===== config.mk =====
export PLATFORM = sky130hd
export DESIGN_NAME = indexed_list_store_top
export DESIGN_NICKNAME = d
export VERILOG_FILES = /design/src/design/ils_pkg.sv /design/src/design/ils_ram.sv /design/src/design/ils_ctrl.sv /design/src/design/ils_dpath.sv /design/src/design/indexed_list_store_top.sv
export SDC_FILE = /design/constraint.sdc
export NUM_CORES = 2
export LEC_CHECK = 0
export ABC_AREA = 1
export ABC_CLOCK_PERIOD_IN_PS = 5150
export BUFFER_PORTS_ARGS = -buffer_cell sky130_fd_sc_hd__buf_2
export CAP_MARGIN = 20
export CORE_MARGIN = 2
export CORE_UTILIZATION = 35
export CTS_BUF_LIST = sky130_fd_sc_hd__clkbuf_16
export DETAILED_ROUTE_END_ITERATION = 16
export GPL_TIMING_DRIVEN = 0
export PLACE_DENSITY_LB_ADDON = 0.15
export RECOVER_POWER = 25
export SLEW_MARGIN = 40
export SYNTH_ARGS = -nofsm -noshare
export SYNTH_HDL_FRONTEND = slang
export SYNTH_SLANG_ARGS = --single-unit

===== constraint.sdc =====
create_clock -name clk_i -period 5.15 [get_ports clk_i]
set_input_delay 0.515 -clock clk_i [delete_from_list [all_inputs] [get_ports clk_i]]
set_output_delay 0.515 -clock clk_i [all_outputs]
set_load 0.02 [all_outputs]

===== src/design/ils_pkg.sv =====
// Shared types, codes and constants for the indexed list store.
`default_nettype none

package ils_pkg;

  localparam int CapacityDef  = 64;
  localparam int ValueBitsDef = 32;
  localparam int CmdW         = 3;
  localparam int PosW         = 7;
  localparam int ItemW        = 32;
  localparam int StatusW      = 2;
  localparam int FillW        = 7;

  typedef enum logic [CmdW-1:0] {
    CMD_PUSH    = 3'd0,
    CMD_POP     = 3'd1,
    CMD_SHIFT   = 3'd2,
    CMD_UNSHIFT = 3'd3,
    CMD_FETCH   = 3'd4,
    CMD_UPDATE  = 3'd5,
    CMD_INSERT  = 3'd6,
    CMD_DELETE  = 3'd7
  } cmd_e;

  typedef enum logic [StatusW-1:0] {
    ST_OK    = 2'd0,
    ST_RANGE = 2'd1,
    ST_FULL  = 2'd2
  } status_e;

  typedef enum logic [1:0] {
    RD_TOP    = 2'd0,
    RD_EFF    = 2'd1,
    RD_IDX_DN = 2'd2,
    RD_IDX_UP = 2'd3
  } rd_sel_e;

  typedef enum logic [1:0] {
    WR_COUNT = 2'd0,
    WR_EFF   = 2'd1,
    WR_IDX   = 2'd2
  } wr_sel_e;

  typedef struct packed {
    logic [CmdW-1:0]  cmd;
    logic [PosW-1:0]  position;
    logic [ItemW-1:0] item_value;
  } in_item_t;

  typedef struct packed {
    logic [ItemW-1:0]   read_value;
    logic [StatusW-1:0] status;
    logic [FillW-1:0]   fill_count;
  } out_item_t;

  typedef struct packed {
    logic    take;
    logic    judge;
    logic    capture;
    logic    cnt_inc;
    logic    cnt_dec;
    logic    idx_load_cnt;
    logic    idx_load_pos;
    logic    idx_inc;
    logic    idx_dec;
    logic    ram_re;
    rd_sel_e rd_sel;
    logic    ram_we;
    wr_sel_e wr_sel;
    logic    wdata_from_ram;
    logic    publish;
  } ctrl_cmd_t;

  typedef struct packed {
    cmd_e cmd;
    logic range_err;
    logic full_err;
    logic ins_done;
    logic del_done;
    logic out_free;
  } dp_stat_t;

endpackage

`default_nettype wire


===== src/design/ils_ram.sv =====
// Generic single-write, single-read RAM with registered read data.
`default_nettype none

module ils_ram #(
  parameter int Width = 32,
  parameter int Depth = 64
) (
  input  wire logic                     clk_i,
  input  wire logic                     we_i,
  input  wire logic [$clog2(Depth)-1:0] waddr_i,
  input  wire logic [Width-1:0]         wdata_i,
  input  wire logic                     re_i,
  input  wire logic [$clog2(Depth)-1:0] raddr_i,
  output logic      [Width-1:0]         rdata_o
);

  logic [Width-1:0] mem_q [Depth];

  always_ff @(posedge clk_i) begin
    if (we_i) begin
      mem_q[waddr_i] <= wdata_i;
    end
    if (re_i) begin
      rdata_o <= mem_q[raddr_i];
    end
  end

endmodule

`default_nettype wire


===== src/design/ils_ctrl.sv =====
// Command sequencer for the indexed list store.
`default_nettype none

module ils_ctrl (
  input  wire logic               clk_i,
  input  wire logic               rst_ni,
  input  wire logic               in_valid_i,
  output logic                    in_ready_o,
  input  wire ils_pkg::dp_stat_t  stat_i,
  output ils_pkg::ctrl_cmd_t      cmd_o
);

  import ils_pkg::*;

  typedef enum logic [7:0] {
    S_IDLE   = 8'b0000_0001,
    S_DECODE = 8'b0000_0010,
    S_READ   = 8'b0000_0100,
    S_INS_RD = 8'b0000_1000,
    S_INS_WR = 8'b0001_0000,
    S_DEL_RD = 8'b0010_0000,
    S_DEL_WR = 8'b0100_0000,
    S_DONE   = 8'b1000_0000
  } state_e;

  state_e    state_q, state_d;
  ctrl_cmd_t c;

  always_comb begin
    state_d    = state_q;
    c          = '0;
    c.rd_sel   = RD_TOP;
    c.wr_sel   = WR_COUNT;
    in_ready_o = 1'b0;
    unique case (state_q)
      S_IDLE: begin
        in_ready_o = 1'b1;
        if (in_valid_i) begin
          c.take  = 1'b1;
          state_d = S_DECODE;
        end
      end
      S_DECODE: begin
        c.judge = 1'b1;
        if (stat_i.range_err || stat_i.full_err) begin
          state_d = S_DONE;
        end else begin
          unique case (stat_i.cmd)
            CMD_PUSH: begin
              c.ram_we  = 1'b1;
              c.wr_sel  = WR_COUNT;
              c.cnt_inc = 1'b1;
              state_d   = S_DONE;
            end
            CMD_UPDATE: begin
              c.ram_we = 1'b1;
              c.wr_sel = WR_EFF;
              state_d  = S_DONE;
            end
            CMD_POP: begin
              c.ram_re = 1'b1;
              c.rd_sel = RD_TOP;
              state_d  = S_READ;
            end
            CMD_FETCH, CMD_SHIFT: begin
              c.ram_re = 1'b1;
              c.rd_sel = RD_EFF;
              state_d  = S_READ;
            end
            CMD_UNSHIFT, CMD_INSERT: begin
              c.idx_load_cnt = 1'b1;
              state_d        = S_INS_RD;
            end
            CMD_DELETE: begin
              c.idx_load_pos = 1'b1;
              state_d        = S_DEL_RD;
            end
            default: state_d = S_DONE;
          endcase
        end
      end
      S_READ: begin
        c.capture = 1'b1;
        priority if (stat_i.cmd == CMD_POP) begin
          c.cnt_dec = 1'b1;
          state_d   = S_DONE;
        end else if (stat_i.cmd == CMD_SHIFT) begin
          c.idx_load_pos = 1'b1;
          state_d        = S_DEL_RD;
        end else begin
          state_d = S_DONE;
        end
      end
      S_INS_RD: begin
        if (stat_i.ins_done) begin
          c.ram_we  = 1'b1;
          c.wr_sel  = WR_EFF;
          c.cnt_inc = 1'b1;
          state_d   = S_DONE;
        end else begin
          c.ram_re = 1'b1;
          c.rd_sel = RD_IDX_DN;
          state_d  = S_INS_WR;
        end
      end
      S_INS_WR: begin
        c.ram_we         = 1'b1;
        c.wr_sel         = WR_IDX;
        c.wdata_from_ram = 1'b1;
        c.idx_dec        = 1'b1;
        state_d          = S_INS_RD;
      end
      S_DEL_RD: begin
        if (stat_i.del_done) begin
          c.cnt_dec = 1'b1;
          state_d   = S_DONE;
        end else begin
          c.ram_re = 1'b1;
          c.rd_sel = RD_IDX_UP;
          state_d  = S_DEL_WR;
        end
      end
      S_DEL_WR: begin
        c.ram_we         = 1'b1;
        c.wr_sel         = WR_IDX;
        c.wdata_from_ram = 1'b1;
        c.idx_inc        = 1'b1;
        state_d          = S_DEL_RD;
      end
      S_DONE: begin
        if (stat_i.out_free) begin
          c.publish = 1'b1;
          state_d   = S_IDLE;
        end
      end
      default: state_d = S_IDLE;
    endcase
  end

  assign cmd_o = c;

  always_ff @(posedge clk_i or negedge rst_ni) begin
    if (!rst_ni) begin
      state_q <= S_IDLE;
    end else begin
      state_q <= state_d;
    end
  end

endmodule

`default_nettype wire


===== src/design/ils_dpath.sv =====
// Datapath: held command, fill count, move index, entry RAM and result register.
`default_nettype none

module ils_dpath #(
  parameter int Capacity  = ils_pkg::CapacityDef,
  parameter int ValueBits = ils_pkg::ValueBitsDef
) (
  input  wire logic                clk_i,
  input  wire logic                rst_ni,
  input  wire ils_pkg::in_item_t   in_item_i,
  input  wire logic                out_ready_i,
  output logic                     out_valid_o,
  output ils_pkg::out_item_t       out_item_o,
  input  wire ils_pkg::ctrl_cmd_t  cmd_i,
  output ils_pkg::dp_stat_t        stat_o
);

  import ils_pkg::*;

  localparam int AddrW     = $clog2(Capacity);
  localparam int CntW      = $clog2(Capacity + 1);
  localparam int CmpW      = (CntW > PosW) ? CntW : PosW;
  localparam int StoreBits = (ValueBits < ItemW) ? ValueBits : ItemW;

  in_item_t             item_q;
  logic [CntW-1:0]      count_q, count_d;
  logic [CntW-1:0]      idx_q, idx_d;
  logic [StoreBits-1:0] rd_q;
  status_e              st_q;
  logic                 out_valid_q;
  out_item_t            out_q;

  cmd_e                 cmd;
  logic [CmpW-1:0]      pos_x, eff_x, cnt_x, idx_x;
  logic                 range_err, full_err;
  logic [AddrW-1:0]     raddr, waddr;
  logic [StoreBits-1:0] wdata, rdata;
  logic [StoreBits-1:0] val;

  assign cmd   = cmd_e'(item_q.cmd);
  assign val   = item_q.item_value[StoreBits-1:0];
  assign pos_x = CmpW'(item_q.position);
  assign eff_x = ((cmd == CMD_UNSHIFT) || (cmd == CMD_SHIFT)) ? '0 : pos_x;
  assign cnt_x = CmpW'(count_q);
  assign idx_x = CmpW'(idx_q);

  always_comb begin
    range_err = 1'b0;
    unique case (cmd)
      CMD_POP, CMD_SHIFT:             range_err = (count_q == '0);
      CMD_FETCH, CMD_UPDATE, CMD_DELETE: range_err = (pos_x >= cnt_x);
      CMD_INSERT:                     range_err = (pos_x > cnt_x);
      default:                        range_err = 1'b0;
    endcase
  end

  assign full_err = !range_err && (count_q >= CntW'(Capacity)) &&
                    ((cmd == CMD_PUSH) || (cmd == CMD_UNSHIFT) || (cmd == CMD_INSERT));

  assign stat_o.cmd       = cmd;
  assign stat_o.range_err = range_err;
  assign stat_o.full_err  = full_err;
  assign stat_o.ins_done  = (idx_x == eff_x);
  assign stat_o.del_done  = ((idx_x + CmpW'(1)) >= cnt_x);
  assign stat_o.out_free  = !out_valid_q || out_ready_i;

  always_comb begin
    unique case (cmd_i.rd_sel)
      RD_TOP:    raddr = AddrW'(count_q - CntW'(1));
      RD_EFF:    raddr = AddrW'(eff_x);
      RD_IDX_DN: raddr = AddrW'(idx_q - CntW'(1));
      RD_IDX_UP: raddr = AddrW'(idx_q + CntW'(1));
      default:   raddr = '0;
    endcase
  end

  always_comb begin
    unique case (cmd_i.wr_sel)
      WR_COUNT: waddr = AddrW'(count_q);
      WR_EFF:   waddr = AddrW'(eff_x);
      WR_IDX:   waddr = AddrW'(idx_q);
      default:  waddr = '0;
    endcase
  end

  assign wdata = cmd_i.wdata_from_ram ? rdata : val;

  ils_ram #(
    .Width (StoreBits),
    .Depth (Capacity)
  ) u_ram (
    .clk_i   (clk_i),
    .we_i    (cmd_i.ram_we),
    .waddr_i (waddr),
    .wdata_i (wdata),
    .re_i    (cmd_i.ram_re),
    .raddr_i (raddr),
    .rdata_o (rdata)
  );

  always_comb begin
    count_d = count_q;
    priority if (cmd_i.cnt_inc) begin
      count_d = count_q + CntW'(1);
    end else if (cmd_i.cnt_dec) begin
      count_d = count_q - CntW'(1);
    end
  end

  always_comb begin
    idx_d = idx_q;
    priority if (cmd_i.idx_load_cnt) begin
      idx_d = count_q;
    end else if (cmd_i.idx_load_pos) begin
      idx_d = CntW'(eff_x);
    end else if (cmd_i.idx_inc) begin
      idx_d = idx_q + CntW'(1);
    end else if (cmd_i.idx_dec) begin
      idx_d = idx_q - CntW'(1);
    end
  end

  always_ff @(posedge clk_i or negedge rst_ni) begin
    if (!rst_ni) begin
      count_q     <= '0;
      idx_q       <= '0;
      out_valid_q <= 1'b0;
    end else begin
      count_q <= count_d;
      idx_q   <= idx_d;
      if (cmd_i.publish) begin
        out_valid_q <= 1'b1;
      end else if (out_ready_i) begin
        out_valid_q <= 1'b0;
      end
    end
  end

  always_ff @(posedge clk_i) begin
    if (cmd_i.take) begin
      item_q <= in_item_i;
    end
    if (cmd_i.judge) begin
      rd_q <= '0;
      st_q <= range_err ? ST_RANGE : (full_err ? ST_FULL : ST_OK);
    end else if (cmd_i.capture) begin
      rd_q <= rdata;
    end
    if (cmd_i.publish) begin
      out_q.read_value <= ItemW'(rd_q);
      out_q.status     <= st_q;
      out_q.fill_count <= FillW'(count_q);
    end
  end

  assign out_valid_o = out_valid_q;
  assign out_item_o  = out_q;

endmodule

`default_nettype wire


===== src/design/indexed_list_store_top.sv =====
// Top level of the indexed list store: sequencer, datapath and entry RAM.
// An ordered list of up to CAPACITY value handles held in a RAM with one
// write and one registered read port, plus a fill count. One command is
// worked at a time. Push, update and any rejected command go from decode
// to the result beat; pop and fetch first read the RAM. Insert and unshift
// at index p move every entry from p up by one place, delete at p moves
// every entry after p down by one, and shift reads the head before a delete
// there: every entry moved by one place costs a RAM read and a RAM write.
// A finished result waits in the output register while the next command
// is taken. No clearing pass follows reset; unwritten entries are never read.
`default_nettype none

module indexed_list_store_top #(
  parameter int CAPACITY   = ils_pkg::CapacityDef,
  parameter int VALUE_BITS = ils_pkg::ValueBitsDef
) (
  input  wire logic              clk_i,
  input  wire logic              rst_ni,
  input  wire logic              in_valid_i,
  output logic                   in_ready_o,
  input  wire ils_pkg::in_item_t in_item_i,
  output logic                   out_valid_o,
  input  wire logic              out_ready_i,
  output ils_pkg::out_item_t     out_item_o
);

  import ils_pkg::*;

  ctrl_cmd_t ctrl_cmd;
  dp_stat_t  dp_stat;

  ils_ctrl u_ctrl (
    .clk_i      (clk_i),
    .rst_ni     (rst_ni),
    .in_valid_i (in_valid_i),
    .in_ready_o (in_ready_o),
    .stat_i     (dp_stat),
    .cmd_o      (ctrl_cmd)
  );

  ils_dpath #(
    .Capacity  (CAPACITY),
    .ValueBits (VALUE_BITS)
  ) u_dpath (
    .clk_i       (clk_i),
    .rst_ni      (rst_ni),
    .in_item_i   (in_item_i),
    .out_ready_i (out_ready_i),
    .out_valid_o (out_valid_o),
    .out_item_o  (out_item_o),
    .cmd_i       (ctrl_cmd),
    .stat_o      (dp_stat)
  );

endmodule

`default_nettype wire


======== After elaboration in Yosys (flattened, before gate mapping) ========
Memories as Yosys holds them, arrays and structs flattened. A register that Yosys moved wholly into a read port is not among the register bits.
Index checks and enable logic that the tools add are counted.
storage, ports and cells
  bits of input ports ..................... 46
  flip-flop bits (word level) ............. 140
  memories kept ........................... 1
  bits in writable memories ............... 2,048
  word-level logic and storage cells ...... 125
  output and inout bits ................... 43
memories
  memory               words  bits a word  rd ports  clocked after Yosys merged registers in  wr ports  RTL line       source
  u_dpath.u_ram.mem_q  64     32           1         1                                        1         ils_ram.sv:17  logic [Width-1:0] mem_q [Depth];
operators by class
  eq/ne operators ......................... 23
  order comparisons ....................... 4
  reduce and logical (&&, ||, !) cells .... 24
  add/sub/neg operators ................... 4
  mux-type cells .......................... 57
operators by type and width
  kind                 number
  $pmux 8 s8           1
  $mux 8               7
  $mux 7               7
  $mux 32              1
  $pmux 8 s4           1
  $mux 1               24
  $pmux 6 s4           1
  $pmux 3 s3           2
  $pmux 6 s3           1
  $add 7x1->7 const B  2
  $ge 7x7->1           2
  $sub 7x1->7 const B  2
  $eq 3x3->1 const B   4
  $pmux 3 s2           2
  $reduce_or 2->1      5
  $mux 3               3
  $eq 8x1->1 const B   1
  $eq 8x2->1 const B   1
  $eq 8x3->1 const B   1
  $eq 8x4->1 const B   1
  $eq 8x5->1 const B   1
  $eq 8x6->1 const B   1
  $eq 8x7->1 const B   1
  $eq 8x8->1 const B   1
  22 further kinds     39

======== Depth between registers and ports, before layout ========
  word-level depth ........................ 11
  depth in mapped cells ................... 26
  mapped depth without buffers ............ 24

======== By module ========
A second synthesis with hierarchy kept.
second synthesis, totals
  cells, all modules ...................... 7,474
  area, all modules ....................... 89,901.2 um^2
by module, submodules not included
  module     area an instance (um^2)  sequential area each (um^2)  cells an instance  instances
  ils_ram    83,058.4                 62,459.9                     6,769              1
  ils_dpath  6,127.1                  3,568.4                      583                1
  ils_ctrl   715.7                    201.4                        122                1

======== Least setup slack after synthesis ========
Ideal clock, no wire load.
  path kind ............................... register -> register
  start point ............................. register u_dpath.count_q[2] (netlist: u_dpath.cnt_x[2])
  end point ............................... memory u_dpath.u_ram.mem_q[2][0] (enable)
  clock period less this slack ............ 4,567 ps
  buffers on the path ..................... 1
  library setup time ...................... 421 ps
  arrival time ............................ 4,146 ps
  required time ........................... 4,729 ps
  stages on the path, launching flop included .. 21
  slack ................................... 583 ps
  cell sequence ........................... dfrtp_1 > clkbuf_1 > inv_1 > ha_1 > a21oi_1 > nand2_1 > nand2_1 > nand3_1 > nand2_1 > nand3_1 > nor2_2 > nand4_1 > nand2_2 > inv_2 > nand2_2 > o22ai_1 > a31oi_1 > inv_1 > nor2_2 > nand2_1 > nor2_1
on the way
  word-level cells in the longest chain between the ends .. 10
  elaborated cells between the ends (all ways) .. 17
  classes of those cells .................. 3 x order compare; 2 x eq/ne; 6 x mux; 6 x reduce/logical
RTL lines
  element                                      RTL line                        source
  start, declared                              ils_dpath.sv:26                 logic [CntW-1:0] count_q, count_d;
  start signal, assigned                       ils_dpath.sv:129                count_q <= count_d;
  $gt 7x7->1, or another cell as far along     ils_dpath.sv:52                 CMD_INSERT: range_err = (pos_x > cnt_x);
  $pmux 1 s3                                   ils_dpath.sv:49                 unique case (cmd)
  $logic_not 1->1                              ils_dpath.sv:57                 assign full_err = !range_err && (count_q >= CntW'(Capacity)) &&
  $logic_and 1x1->1 (2 in a row)               ils_dpath.sv:57
  $logic_or 1x1->1                             ils_ctrl.sv:45                  if (stat_i.range_err || stat_i.full_err) begin
  $mux 6                                       ils_ctrl.sv:45
  $pmux 3 s3                                   ils_ctrl.sv:35                  unique case (state_q)
  $eq 2x2->1, or another cell as far along     ils_dpath.sv:78                 unique case (cmd_i.wr_sel)
  $pmux 6 s3 / $mux 1 (equally long branches)  ils_dpath.sv:78, ils_ram.sv:21
  end, declared                                ils_ram.sv:17
Parallel ways exist; a longest one is shown, timed or not.

======== Final worst setup path ========
  start point ............................. register u_dpath.idx_q[3]
  end point ............................... register u_dpath.u_ram.rdata_o[28] (read register of u_dpath.u_ram.mem_q), data pin
on the way
  word-level cells in the longest chain between the ends .. 6
  elaborated cells between the ends (all ways) .. 12
  classes of those cells .................. 2 x add/sub; 1 x order compare; 4 x eq/ne; 4 x mux; 1 x reduce/logical
RTL lines
  element                                   RTL line          source
  start, declared                           ils_dpath.sv:27   logic [CntW-1:0] idx_q, idx_d;
  start signal, assigned                    ils_dpath.sv:130  idx_q <= idx_d;
  $add 7x1->7                               ils_dpath.sv:64   assign stat_o.del_done = ((idx_x + CmpW'(1)) >= cnt_x);
  $ge 7x7->1                                ils_dpath.sv:64
  $mux 3                                    ils_ctrl.sv:114   if (stat_i.del_done) begin
  $pmux 3 s3                                ils_ctrl.sv:35
  $eq 2x2->1, or another cell as far along  ils_dpath.sv:68   unique case (cmd_i.rd_sel)
  $pmux 6 s4                                ils_dpath.sv:68
  end, declared                             ils_ram.sv:14     output logic [Width-1:0] rdata_o
Parallel ways exist; a longest one is shown, timed or not.
A chain may end at the register's enable or synchronous reset.

==> impl_metrics.tcl <==
set metrics [dict create \
    hold_end "u_dpath.val[16]" \
    internal_power_uw 40270 \
    fin_tns_setup_ns 0 \
    finalSetupViolCount 0 \
    yosysSeqAreaShare 0.6798 \
    finalCriticalPeriod_ns 5.107 \
    post-place-ws_ns -1.197 \
    combPwrFrac 0.503 \
    initial_core_util 0.3521 \
    cp.arrival_ns 5.70 \
    synth_edf_count 2165 \
    yosys_warnings 0 \
    wl_um 410500 \
    fmax_mhz 195.8 \
    worst-r2r-setup-slack_ns 0.04 \
    skew_ns 0.06650 \
    total_power_uw 78760 \
    crit_required_ns 5.75 \
    grt_use_total 0.2829 \
    clk_pin_slew_ns 0.07 \
    switching_share 0.4887 \
    final_common_cell "edfxtp_1" \
    wl_per_cell_um 30.12 \
    ios 89 \
    core_mm2 0.2767 \
    dieHeight_um 531.6 \
    p_clk_frac 0.221 \
    cts-root-buf "clkbuf_16" \
    ys_types 46 \
    status "finished, final reports clean" \
    rsz0062_at_grt "true" \
    synthCells 9030 \
    clock_latency_ns 0.94 \
    viasPerCell 5.509 \
    timing.final.ws_setup_ns 0.04252 \
    syn_avg_cell_area_um2 10.79 \
    whs_path_depth 2 \
    hold_viol_final 0 \
    cts_tree "built" \
    first_global_vias 69370 \
    maxCapViolCount 0 \
    final_nets 9766 \
    worstSetupPathType "reg -> reg" \
    antenna_found_initial 31 \
    r2r-end "u_dpath.u_ram.rdata_o[28]" \
    ys_async_sr_fraction 0.01036 \
    vias 75080 \
    p_leak_uw 0.04694 \
    grt_max_degree 52 \
    htree_levels 4 \
    synthesis.nets 9095 \
    cts_buffers 238 \
    worst_pin_slew_ns 1.360 \
    drtIter0Drc 11360 \
    rows 193 \
    switchingPower_uw 38490 \
    synthFlopType "edfxtp_1" \
    clockBufferDepth 3 \
    synth_area_mm2 0.09743 \
    drc 0 \
    cts_sinks 2220 \
    vdd_drop_max_uv 505.9 \
    dr.pass1.iters 8 \
    power_density_mw_per_mm2 661.6 \
    layout_common_cells "edfxtp_1 (2165), nand3_1 (1608), inv_1 (1590), nand2_1 (1498), nand4_1 (755)" \
    crit_path_start "u_dpath.idx_q[3]" \
    design.die.area_mm2 0.2826 \
    finalMaxSlewViolations 0 \
    rr_startpoint "u_dpath.idx_q[3]" \
    grt-ovfl-total 0 \
    worstSetupStartpointType "flip-flop" \
    ant_nets 0 \
    die_w_um 531.6 \
    slew-limit-headroom 0.09302 \
    hp-start "in_item_i[16]" \
    drive_gt1_frac 0.1464 \
    stdcell_count 13630 \
    gp_congestion 0.9874 \
    pwr-share-seq 0.276 \
    fin_crit_sh 0.9917 \
    cp_max_fo 10 \
    dp.cells 13080 \
    worst_r2r_path_depth 21 \
    syn_to_final_growth_pct 22.18 \
    holdCritPathClass "in -> reg" \
    io_buffers 88 \
    grt_pass1_wl_um 557900 \
    hpwl_um 302800 \
    postSynthRegisterBits 2220 \
    endpoint_kind "flip-flop" \
]
## stage by stage
stage            util  hold WS (ns)  instance area, um^2
2_1_floorplan       -        0.2194                97430
3_3_place_gp   0.3704        0.4186               102500
3_5_place_dp   0.3933        0.4134               108800
4_1_cts        0.4270        0.1134               118200
5_1_grt        0.4301        0.2824               119000
6_report       0.4302        0.2957               119000
## worst max-delay path, stage by stage, from the launching register on
cell and delay [ns]:
dfrtp_1 0.44, inv_1 0.19, nor3_1 0.26, xor2_1 0.38, ha_1 0.33, nand2_1 0.09, o21a_1 0.14, nand3_2 0.12
nor2_4 0.19, o21bai_1 0.19, nand2_2 0.18, nand3_4 0.21, buf_12 0.26, buf_16 0.24, clkbuf_4 0.27, nand2_1 0.07
nand3_1 0.09, nand3_1 0.18, nand3_1 0.26, nand3_1 0.23, nand3_2 0.19, nand2_1 0.21
## layout make-up
cell class	instances	area (um^2)
diodes	16	40.04
plain buffers	628	3545
clock buffers	243	6081
clock inverters	204	1740
fillers	26020	157700
inverters	1563	5874
multi-input cells	4615	24080
flip-flops and latches	2220	66240
well taps	3705	4636
repair buffers	435	6814
## power groups by stage
stage          clock (uW)  sequential [uW]  combinational [uW]
6_report            17400            21700               39600
5_1_grt             18200            21800               40200
4_1_cts             17500            21700               37000
3_5_place_dp            0            22100               35700
3_3_place_gp            0            22500               34500
2_1_floorplan           0            22100               16200
## synth_stat cells (4+ instances only)
cell         n  area (um^2)
a21oi_1     51        255.2
buf_1       52        195.2
buf_2      262         1311
buf_4       37        277.8
clkbuf_1   280         1051
dfrtp_1     22        550.5
dfxtp_1     32        640.6
edfxtp_1  2165        65010
ha_1        19        237.7
inv_1     1552         5826
inv_2        8        30.03
nand2_1   1552         5826
nand2_2      8        50.05
nand3_1   1733         8673
nand4_1    755         4723
nor2_1     114        427.9
nor2_2       6        37.54
nor2_4       4        45.04
nor3_1       9        45.04
o211ai_1    60        450.4
o21ai_0     78        390.4
o21ai_1    170        850.8
o221ai_1     4        35.03
o22ai_1      5        31.28
xor2_1      19        166.4
## routing by layer
layer | track usage | vias up | part of all wire
met3 | 0.06783 | 828 | 0.11
met4 | 0.1467 | 10 | 0.057
met1 | 0.3890 | 37330 | 0.41
li1 | - | 32650 | -
met5 | 0 | - | 0.00019
met2 | 0.4142 | 4272 | 0.43
## sequential cells by signal, indices dropped and copies added (netlist names)
register,flops
u_ctrl.state_q,8
u_dpath.st_q,2
u_dpath.u_ram.rdata_o,32
u_dpath.val,32
u_dpath.cnt_x,7
u_dpath.pos_x,7
u_dpath.u_ram.mem_q,2048
u_dpath.rd_q,32
u_dpath.idx_q,7
u_dpath.out_valid_o,1
u_dpath.out_item_o,41
u_dpath.cmd,3
## kinds of logic after synthesis
group	Yosys count	synth area share
AND/OR/NAND/NOR	4196	0.2049
flip-flops	2220	0.6798
buffers and inverters	2195	0.08943
AO/OA/AOI/OAI	379	0.02154
XOR/XNOR	21	0.001888
adder cells (fa/ha/maj)	19	0.002440
## how the worst max path moves through the flow
stage,endpoint,slack (ns)
after floorplan,u_dpath.u_ram.mem_q[2][0],0.58
after global placement,u_dpath.u_ram.mem_q[62][19],-3.89
after detailed placement,u_dpath.u_ram.rdata_o[0],-1.20
after CTS,u_dpath.u_ram.rdata_o[0],-0.04
after global routing,u_dpath.u_ram.mem_q[34][16],-0.14
final,u_dpath.u_ram.rdata_o[28],0.04
## timing repair
action	CTS	global route
resized for setup	289	239
endpoints found under the setup margin	715	861
setup buffers	16	25
hold buffers	45	0
endpoints found under the hold margin	69	0
pin swaps	17	14
(Power assumes the default switching activity.)
